<file path="src/hdl/speq_pkg.sv">
// Package for the stable priority event queue.
// Holds the queue depth, entry and command types and outcome codes.
// Depends on nothing; every other file of the block uses it.
package speq_pkg;

   localparam int QUEUE_DEPTH = 16;
   localparam int COUNT_WIDTH = $clog2(QUEUE_DEPTH + 1);
   localparam int OCC_WIDTH   = 5;

   typedef logic [1:0] outcome_type;
   localparam outcome_type OUTCOME_PUSHED    = 2'd0;
   localparam outcome_type OUTCOME_POPPED    = 2'd1;
   localparam outcome_type OUTCOME_POP_EMPTY = 2'd2;
   localparam outcome_type OUTCOME_PUSH_FULL = 2'd3;

   localparam logic KIND_PUSH = 1'b0;
   localparam logic KIND_POP  = 1'b1;

   typedef struct packed {
      logic [7:0]  prio;
      logic [7:0]  status;
      logic [15:0] amount;
      logic [7:0]  system_tag;
      logic [7:0]  resource_tag;
   } entry_type;

   typedef enum logic [2:0] {
      OP_NONE,
      OP_PUSH,
      OP_POP,
      OP_FULL,
      OP_EMPTY
   } op_type;

   typedef struct packed {
      logic   capture;
      op_type op;
   } dp_cmd_type;

   typedef struct packed {
      logic is_pop;
      logic empty;
      logic full;
   } dp_status_type;

endpackage

</file>
<file path="src/hdl/speq_ctrl.sv">
// Controller of the stable priority event queue.
// Sequences capture and execution of one transaction and raises the result strobe.
// Depends on speq_pkg.
module speq_ctrl (
   input  logic                    clock,
   input  logic                    reset,
   input  logic                    start,
   output logic                    busy,
   output logic                    rsp_valid,
   output speq_pkg::dp_cmd_type    cmd,
   input  speq_pkg::dp_status_type status
);

   typedef enum logic {
      ST_IDLE,
      ST_EXEC
   } state_type;

   state_type state_ff, state_in;
   logic      busy_ff, busy_in;
   logic      valid_ff, valid_in;

   always_comb begin
      state_in    = state_ff;
      busy_in     = busy_ff;
      valid_in    = 1'b0;
      cmd.capture = 1'b0;
      cmd.op      = speq_pkg::OP_NONE;
      unique case (state_ff)
         ST_IDLE: begin
            if (start) begin
               cmd.capture = 1'b1;
               state_in    = ST_EXEC;
               busy_in     = 1'b1;
            end
         end
         ST_EXEC: begin
            priority if (status.is_pop && status.empty) begin
               cmd.op = speq_pkg::OP_EMPTY;
            end else if (status.is_pop) begin
               cmd.op = speq_pkg::OP_POP;
            end else if (status.full) begin
               cmd.op = speq_pkg::OP_FULL;
            end else begin
               cmd.op = speq_pkg::OP_PUSH;
            end
            state_in = ST_IDLE;
            busy_in  = 1'b0;
            valid_in = 1'b1;
         end
         default: begin
            state_in = ST_IDLE;
            busy_in  = 1'b0;
         end
      endcase
   end

   always_ff @(posedge clock) begin
      if (reset) begin
         state_ff <= ST_IDLE;
         busy_ff  <= 1'b0;
         valid_ff <= 1'b0;
      end else begin
         state_ff <= state_in;
         busy_ff  <= busy_in;
         valid_ff <= valid_in;
      end
   end

   assign busy      = busy_ff;
   assign rsp_valid = valid_ff;

endmodule

</file>
<file path="src/hdl/speq_dp.sv">
// Datapath of the stable priority event queue.
// Holds the sorted register array with per-slot compare and shift, the count and
// the result registers. Depends on speq_pkg.
module speq_dp (
   input  logic                                 clock,
   input  logic                                 reset,
   input  speq_pkg::dp_cmd_type                 cmd,
   output speq_pkg::dp_status_type              status,
   input  logic                                 req_kind,
   input  logic [7:0]                           req_priority_req,
   input  logic [7:0]                           req_event_status,
   input  logic [15:0]                          req_amount,
   input  logic [7:0]                           req_system_tag,
   input  logic [7:0]                           req_resource_tag,
   output speq_pkg::outcome_type                rsp_outcome,
   output speq_pkg::entry_type                  rsp_entry,
   output logic [speq_pkg::OCC_WIDTH-1:0]       rsp_occupancy,
   output logic [speq_pkg::COUNT_WIDTH-1:0]     count
);

   localparam int Depth = speq_pkg::QUEUE_DEPTH;
   localparam int CntW  = speq_pkg::COUNT_WIDTH;

   logic                   kind_ff;
   speq_pkg::entry_type    fresh_ff;
   speq_pkg::entry_type    store_ff [Depth];
   speq_pkg::entry_type    store_in [Depth];
   speq_pkg::entry_type    prev_entry [Depth];
   speq_pkg::entry_type    next_entry [Depth];
   logic [Depth-1:0]       ge;
   logic [Depth-1:0]       ge_prev;
   logic [CntW-1:0]        count_ff, count_in;
   speq_pkg::outcome_type  outcome_ff;
   speq_pkg::entry_type    out_entry_ff;
   logic [speq_pkg::OCC_WIDTH-1:0] occ_ff;

   always_ff @(posedge clock) begin
      if (cmd.capture) begin
         kind_ff                <= req_kind;
         fresh_ff.prio          <= req_priority_req;
         fresh_ff.status        <= req_event_status;
         fresh_ff.amount        <= req_amount;
         fresh_ff.system_tag    <= req_system_tag;
         fresh_ff.resource_tag  <= req_resource_tag;
      end
   end

   assign status.is_pop = (kind_ff == speq_pkg::KIND_POP);
   assign status.empty  = (count_ff == '0);
   assign status.full   = (count_ff == CntW'(Depth));

   for (genvar i = 0; i < Depth; i++) begin : g_slot
      assign ge[i] = (CntW'(i) < count_ff) && (store_ff[i].prio >= fresh_ff.prio);
      if (i == 0) begin : g_head
         assign ge_prev[i]    = 1'b1;
         assign prev_entry[i] = fresh_ff;
      end else begin : g_body
         assign ge_prev[i]    = ge[i-1];
         assign prev_entry[i] = store_ff[i-1];
      end
      if (i == Depth - 1) begin : g_tail
         assign next_entry[i] = store_ff[i];
      end else begin : g_inner
         assign next_entry[i] = store_ff[i+1];
      end
   end

   always_comb begin
      count_in = count_ff;
      for (int i = 0; i < Depth; i++) begin
         store_in[i] = store_ff[i];
      end
      unique case (cmd.op)
         speq_pkg::OP_PUSH: begin
            for (int i = 0; i < Depth; i++) begin
               if (!ge[i]) begin
                  store_in[i] = ge_prev[i] ? fresh_ff : prev_entry[i];
               end
            end
            count_in = count_ff + CntW'(1);
         end
         speq_pkg::OP_POP: begin
            for (int i = 0; i < Depth; i++) begin
               store_in[i] = next_entry[i];
            end
            count_in = count_ff - CntW'(1);
         end
         speq_pkg::OP_NONE, speq_pkg::OP_FULL, speq_pkg::OP_EMPTY: begin
         end
         default: begin
         end
      endcase
   end

   always_ff @(posedge clock) begin
      for (int i = 0; i < Depth; i++) begin
         store_ff[i] <= store_in[i];
      end
   end

   always_ff @(posedge clock) begin
      if (reset) begin
         count_ff <= '0;
      end else begin
         count_ff <= count_in;
      end
   end

   always_ff @(posedge clock) begin
      if (cmd.op != speq_pkg::OP_NONE) begin
         unique case (cmd.op)
            speq_pkg::OP_PUSH:  outcome_ff <= speq_pkg::OUTCOME_PUSHED;
            speq_pkg::OP_POP:   outcome_ff <= speq_pkg::OUTCOME_POPPED;
            speq_pkg::OP_EMPTY: outcome_ff <= speq_pkg::OUTCOME_POP_EMPTY;
            speq_pkg::OP_FULL:  outcome_ff <= speq_pkg::OUTCOME_PUSH_FULL;
            default:            outcome_ff <= speq_pkg::OUTCOME_PUSH_FULL;
         endcase
         out_entry_ff <= (cmd.op == speq_pkg::OP_POP) ? store_ff[0] : '0;
         occ_ff       <= speq_pkg::OCC_WIDTH'(count_in);
      end
   end

   assign rsp_outcome   = outcome_ff;
   assign rsp_entry     = out_entry_ff;
   assign rsp_occupancy = occ_ff;
   assign count         = count_ff;

endmodule

</file>
<file path="src/hdl/stable_priority_event_queue.sv">
// Top level of the stable priority event queue.
// Joins speq_ctrl and speq_dp and carries the assertions. Depends on speq_pkg.
//
//   Channel   Handshake            Ports
//   request   start, busy          req_kind, req_priority_req, req_event_status,
//                                  req_amount, req_system_tag, req_resource_tag
//   response  rsp_valid (strobe)   rsp_outcome, rsp_out_priority, rsp_out_status,
//                                  rsp_out_amount, rsp_out_system_tag,
//                                  rsp_out_resource_tag, rsp_occupancy
//
// A transaction is accepted when start is high and busy is low; busy is then high for
// one cycle while the sorted register array compares every slot in parallel and shifts.
// The result strobe follows in the next cycle, when busy is already low again, so a
// new transaction can be taken while the strobe is high. Synchronous reset empties
// the queue at once. The receiver cannot stall, so results never wait.
module stable_priority_event_queue (
   input  logic                            clock,
   input  logic                            reset,
   input  logic                            start,
   output logic                            busy,
   input  logic                            req_kind,
   input  logic [7:0]                      req_priority_req,
   input  logic [7:0]                      req_event_status,
   input  logic [15:0]                     req_amount,
   input  logic [7:0]                      req_system_tag,
   input  logic [7:0]                      req_resource_tag,
   output logic                            rsp_valid,
   output logic [1:0]                      rsp_outcome,
   output logic [7:0]                      rsp_out_priority,
   output logic [7:0]                      rsp_out_status,
   output logic [15:0]                     rsp_out_amount,
   output logic [7:0]                      rsp_out_system_tag,
   output logic [7:0]                      rsp_out_resource_tag,
   output logic [4:0]                      rsp_occupancy
);

   speq_pkg::dp_cmd_type                cmd;
   speq_pkg::dp_status_type             status;
   speq_pkg::entry_type                 entry;
   logic [speq_pkg::COUNT_WIDTH-1:0]    count;

   speq_ctrl u_ctrl (
      .clock     (clock),
      .reset     (reset),
      .start     (start),
      .busy      (busy),
      .rsp_valid (rsp_valid),
      .cmd       (cmd),
      .status    (status)
   );

   speq_dp u_dp (
      .clock            (clock),
      .reset            (reset),
      .cmd              (cmd),
      .status           (status),
      .req_kind         (req_kind),
      .req_priority_req (req_priority_req),
      .req_event_status (req_event_status),
      .req_amount       (req_amount),
      .req_system_tag   (req_system_tag),
      .req_resource_tag (req_resource_tag),
      .rsp_outcome      (rsp_outcome),
      .rsp_entry        (entry),
      .rsp_occupancy    (rsp_occupancy),
      .count            (count)
   );

   assign rsp_out_priority     = entry.prio;
   assign rsp_out_status       = entry.status;
   assign rsp_out_amount       = entry.amount;
   assign rsp_out_system_tag   = entry.system_tag;
   assign rsp_out_resource_tag = entry.resource_tag;

   a_accept_then_busy: assert property (@(posedge clock) disable iff (reset)
      (start && !busy) |=> (busy && !rsp_valid))
      else $error("accepted transaction did not raise busy");

   a_strobe_follows_busy: assert property (@(posedge clock) disable iff (reset)
      rsp_valid |-> ($past(busy) && !busy))
      else $error("result strobe without a transaction in progress");

   a_occupancy_matches: assert property (@(posedge clock) disable iff (reset)
      rsp_valid |-> (rsp_occupancy == speq_pkg::OCC_WIDTH'(count)))
      else $error("reported occupancy differs from stored count");

   a_no_pop_zero_fields: assert property (@(posedge clock) disable iff (reset)
      (rsp_valid && (rsp_outcome != speq_pkg::OUTCOME_POPPED)) |->
      (entry == '0))
      else $error("event fields not zero on a result without a pop");

endmodule

</file>
<file path="config.mk">
export PLATFORM = sky130hd
export DESIGN_NAME = stable_priority_event_queue
export DESIGN_NICKNAME = d
export VERILOG_FILES = /design/src/hdl/speq_pkg.sv /design/src/hdl/speq_ctrl.sv /design/src/hdl/speq_dp.sv /design/src/hdl/stable_priority_event_queue.sv
export SDC_FILE = /design/constraint.sdc
export NUM_CORES = 2
export LEC_CHECK = 0
export BUFFER_PORTS_ARGS = -buffer_cell sky130_fd_sc_hd__buf_2
export CAP_MARGIN = 20
export CORE_MARGIN = 2
export CORE_UTILIZATION = 35
export CTS_BUF_LIST = sky130_fd_sc_hd__clkbuf_8
export CTS_CLUSTER_DIAMETER = 30
export DETAILED_ROUTE_END_ITERATION = 16
export GPL_TIMING_DRIVEN = 0
export PLACE_DENSITY = 0.57
export SYNTH_ARGS = -nofsm -noshare
export SYNTH_HDL_FRONTEND = slang
export SYNTH_HIERARCHICAL = 1
export SYNTH_SLANG_ARGS = --single-unit
</file>
<file path="constraint.sdc">
create_clock -name clock -period 7.85 [get_ports clock]
set_clock_uncertainty 0.05 [all_clocks]
set_input_delay 0 -clock clock [delete_from_list [all_inputs] [get_ports clock]]
set_output_delay 0 -clock clock [all_outputs]
set_load 0.02 [all_outputs]
</file>
# After elaboration in Yosys (flattened, before gate mapping)
# Memories as Yosys holds them, arrays and structs flattened.
# Cells that the tools add are included.
# op_classes
mux,44
n_lt_le_gt_ge,32
bitwise_logic,1
addsub,2
n_reduce_logical,19
n_eq_ne,5
# ops
operator,n
$pmux 768 s2,1
$mux 48,31
$ge 8x8->1,16
$lt 4x5->1 const A,8
$lt 3x5->1 const A,4
$logic_and 1x1->1,17
$lt 1x5->1 const A,2
$lt 2x5->1 const A,2
$pmux 5 s2,1
$mux 3,3
$pmux 2 s3,1
$add 5x1->5 const B,1
$eq 5x5->1 const B,1
$logic_not 5->1,1
$sub 5x1->5 const B,1
$mux 1,4
$pmux 1 s2,2
$eq 3x1->1 const B,1
$eq 3x2->1 const B,1
$eq 3x3->1 const B,1
$reduce_bool 3->1,1
$mux 2,1
$ne 2x2->1 const B,1
$not 1->1,1
# word_totals
ramBits,768
reg_bits,112
memories,1
out_inout_bits,57
in_bits,52
elab_cells,121
# memory_table
memory,depth,word_bits,rd,rd_ports_with_merged_regs,write_ports,line,rtl
u_dp.store_ff,16,48,16,0,16,speq_dp.sv:26,speq_pkg::entry_type store_ff [Depth];

# Logic depth before layout (Yosys ltp)
# logic_depth
ltp_word,7
depth_mapped,13
depth_no_buf,10

# By module
# Netlist, hierarchy kept.
# by_module_without_submodules
mod,seq_area_each_um2,cells_per_inst,n_inst,area_per_inst_um2
speq_dp,26285.2,4124,1,45479.9
speq_ctrl,60.1,14,1,132.6

# Least setup slack after synthesis
# Ideal clock, no wire load.
# synth_timing
path_kind,reg-to-reg
start,reg u_dp/count[0] (netlist name)
end,"mem u_dp/store_ff[0][192] in the netlist's numbering, enable pin"
setup_slack_ns,1.786
period_less_slack_ns,6.064
stages_incl_launch_ff,9
n_path_buf,2
setup_ns,0.526
required_ns,7.274
arrival_ns,5.488
cell_sequence,dfxtp_1 > inv_1 > ha_1 > and2_1 > and3_1 > or3b_2 > clkbuf_1 > clkbuf_1 > o31ai_1
# synth_rtl
element,line
end: declaration,speq_dp.sv:26

==> summary.txt <==
Yosys top cell area share = 57.4%
Dominant synthesized flop cell = edfxtp_1
Layout cells sized above 1 = 13.7%
CP max FO = 23
Reg2reg end = u_dp/store_ff[1][159]
CTS buffer count = 229
RSZ-0062 raised after global routing = false
Worst r2r path cells = 12
Initial antenna violation count = 14
Area leader, netlist = edfxtp_1
First-pass GRT wire length = 279000 um
Die Y = 365 um
Mapped Nets = 4322
Crit path DAT = 5.75 ns
Worst-path cell chain = inv_1 -> ha_1 -> a211o_1 -> a31oi_1 -> o21ai_1 -> and2_1 -> clkbuf_1 -> buf_2 -> buf_2 -> a21oi_4 -> buf_12 -> buf_12
Post-synth ARST share = 0%
Via count = 40.9k
R2R Path Start = u_dp/fresh_ff[43]
Kind of critical path = reg -> reg
Net count, final = 4818
Total track usage = 29.0%
Crit share post-route = 65.2%
Clock-pin slew on the worst setup and hold paths = 0.06 ns
Distinct cells, synth = 54
Pin count of the biggest net entering global routing = 50
CP peak stage delay = 0.92 ns
Vias in the first global route = 40.2k
Worst Tran Pin Value = 1.44 ns
Drt total wl = 198000 um
1st-iter DRT viols = 5918
Setup crit end = u_dp/store_ff[1][159]
Number of synthesized flops with an enable pin = 872
Routed vias/inst = 6.21
CP top delay family = buffers and inverters
DPL Wire Length = 144000 um
Synth area leaders = edfxtp_1 (57%), o211ai_1 (7.9%), nand2_1 (7.2%), nand4_1 (6.6%), a221o_1 (4.3%)
Synth Area per Inst = 11.0 sq um
Die area = 133000 sq um
Core Util, Final = 42.9%
Worst-skew pair later-pin latency = 0.96 ns
GPL Wtd Cong = 0.986
Status = complete, no violations
CP Data Required Time = 8.48 ns
Setup TNS = 0 ns
Dpl ws = 2.92 ns
Worst Setup End Kind = register
Sink Count = 880
Relative slew slack = 3.84%
H-tree levels = 4
R2R setup slack = 2.73 ns
Synth Register Bits = 880
Width of the die = 365 um
Gr ovfl total = 0
# DRC = 0
Clock Path Buffers = 3
Leakage = 0.0201 uW
# fillers = 12.6k
# IOs = 109
Syn Std Cell Area = 45600 sq um
Root buffer cell = clkbuf_8
Number of max-cap violations = 0
Post-CTS Setup Bufs = 0
Worst Path Buf+Inv = 6
CTS tree = built
Routed Antenna Nets = 0
FMAX = 0.195 GHz
Starting density of the core = 35.2%
Pwr Density = 244 nW/um^2
Min-delay worst type = in -> reg
Crit path from = u_dp/fresh_ff[43]
Core footprint = 129000 sq um
Final Hold Fails = 0
Yosys warns = 6
WP depth = 12
Worst path slowest cell = inv_1
Setup crit start kind = register
DR WL/cell = 30.0 um
Register area share after synthesis = 57.8%
Area Growth Syn to Fin = 21.7%
Min Tclk post-route = 5.12 ns
Final setup viols = 0
Peak supply drop = 0.000157 V
Rows = 132
DRT Pass-1 Iters = 12
Port bufs = 108
Slew Viols, Final = 0
Cell count after synthesis = 4138
Fin worst setup slack = 2.73 ns
-- final cells by class --
type / count / area [sq um] / area share, %
multi-input cells: 2771 / 17500 / 31.4
flip-flops and latches: 880 / 26300 / 47.5
clock inverters: 199 / 1780 / 3.20
repair buffers: 265 / 2530 / 4.55
inverters: 33 / 124 / 0.223
plain buffers: 454 / 1900 / 3.43
diodes: 9 / 22.5 / 0.0406
clock buffers: 230 / 3170 / 5.70
well taps: 1742 / 2180 / 3.93
-- kinds of logic (layout without fill, tap and decap cells) --
| family | count (synthesis) | after routing | synth area share (%) |
|---|---|---|---|
| AO/OA/AOI/OAI | 1018 | 1018 | 16.5 |
| XOR/XNOR | 5 | 5 | 0.0960 |
| adder cells (fa/ha/maj) | 132 | 132 | 3.62 |
| buffers and inverters | 487 | 1181 | 4.44 |
| flip-flops | 880 | 880 | 57.8 |
| multiplexers | 48 | 48 | 1.06 |
| other | 0 | 9 | 0 |
| AND/OR/NAND/NOR | 1568 | 1568 | 16.5 |
-- worst reg2reg max path, stage by stage (launching register included) --
cell	delay, ns
edfxtp_1	0.47
inv_1	0.92
ha_1	0.34
a211o_1	0.11
a31oi_1	0.04
o21ai_1	0.83
and2_1	0.24
clkbuf_1	0.47
buf_2	0.44
buf_2	0.33
a21oi_4	0.15
buf_12	0.26
buf_12	0.19
-- per-stage QoR --
stage | power, uW | hold WS, ns | cells | area [sq um]
6_report | 13500 | 0.226 | 6583 | 55500
2_1_floorplan | 6570 | 0.0216 | 4138 | 45600
3_5_place_dp | 7240 | 0.128 | 6036 | 49400
5_1_grt | 13900 | 0.227 | 6581 | 55500
3_3_place_gp | 7180 | 0.129 | 5988 | 48300
4_1_cts | 13500 | 0.158 | 6568 | 55400
-- report_power, final --
group	internal (uW)	switching, uW
logic	510	1080
registers	5510	161
clock network	3700	2570
total	9720	3810
-- synth_stat cells, types with 29 or more instances --
library cell / n
inv_1: 33
nor2_1: 41
a221o_1: 195
nand2_1: 871
nand4_1: 478
edfxtp_1: 872
o211ai_1: 478
buf_2: 95
a21oi_1: 224
o21ai_0: 29
buf_1: 77
clkbuf_1: 265
and2_1: 106
mux2i_1: 47
ha_1: 132
-- routing by layer --
layer / GRT usage, % / share of wire (%)
met3: 8.52 / 12
met5: 0 / 0.017
met2: 42.8 / 43
met4: 17.0 / 6.0
met1: 37.7 / 39
-- what timing repair did --
| action | CTS | global route |
|---|---|---|
| endpoints found under the hold margin | 106 | 0 |
| gates resized for setup | 0 | 0 |
| hold buffers | 103 | 0 |
-- layout by cell type (no fill, tap or decap), types with 36 or more instances in the layout --
cell type and instances:
nor2_1 41, a21oi_1 220, edfxtp_1 872, buf_2 203, buf_1 77, clkbuf_8 230, mux2i_1 47, dlygate4sd3_1 103
a221o_1 195, o211ai_1 478, inv_1 72, clkinv_1 36, nand4_1 478, clkinv_2 59, nand2_1 871, ha_1 132
and2_1 106, clkbuf_1 261
-- worst min-delay path by stage --
stage | from | endpoint | slack [ns] | depth (start not counted)
after floorplan | reset | u_ctrl/rsp_valid | 0.02 | 1
after global placement | req_system_tag[3] | u_dp/fresh_ff[11] | 0.13 | 1
after CTS | req_system_tag[3] | u_dp/fresh_ff[11] | 0.16 | 3
after detailed placement | req_amount[0] | u_dp/fresh_ff[16] | 0.13 | 1
after global routing | req_amount[10] | u_dp/fresh_ff[26] | 0.23 | 3
final | req_system_tag[3] | u_dp/fresh_ff[11] | 0.23 | 3
-- state kept, by name (all words and copies together) (netlist names) --
register and flops:
u_dp/store_ff 768, u_dp/fresh_ff 48, u_dp/rsp_entry 48, u_dp/count 5
u_dp/rsp_occupancy 5, u_dp/rsp_outcome 2, u_ctrl/busy 1, u_ctrl/rsp_valid 1
u_ctrl/state_ff 1, u_dp/kind_ff 1
(Power assumes the default switching activity.)
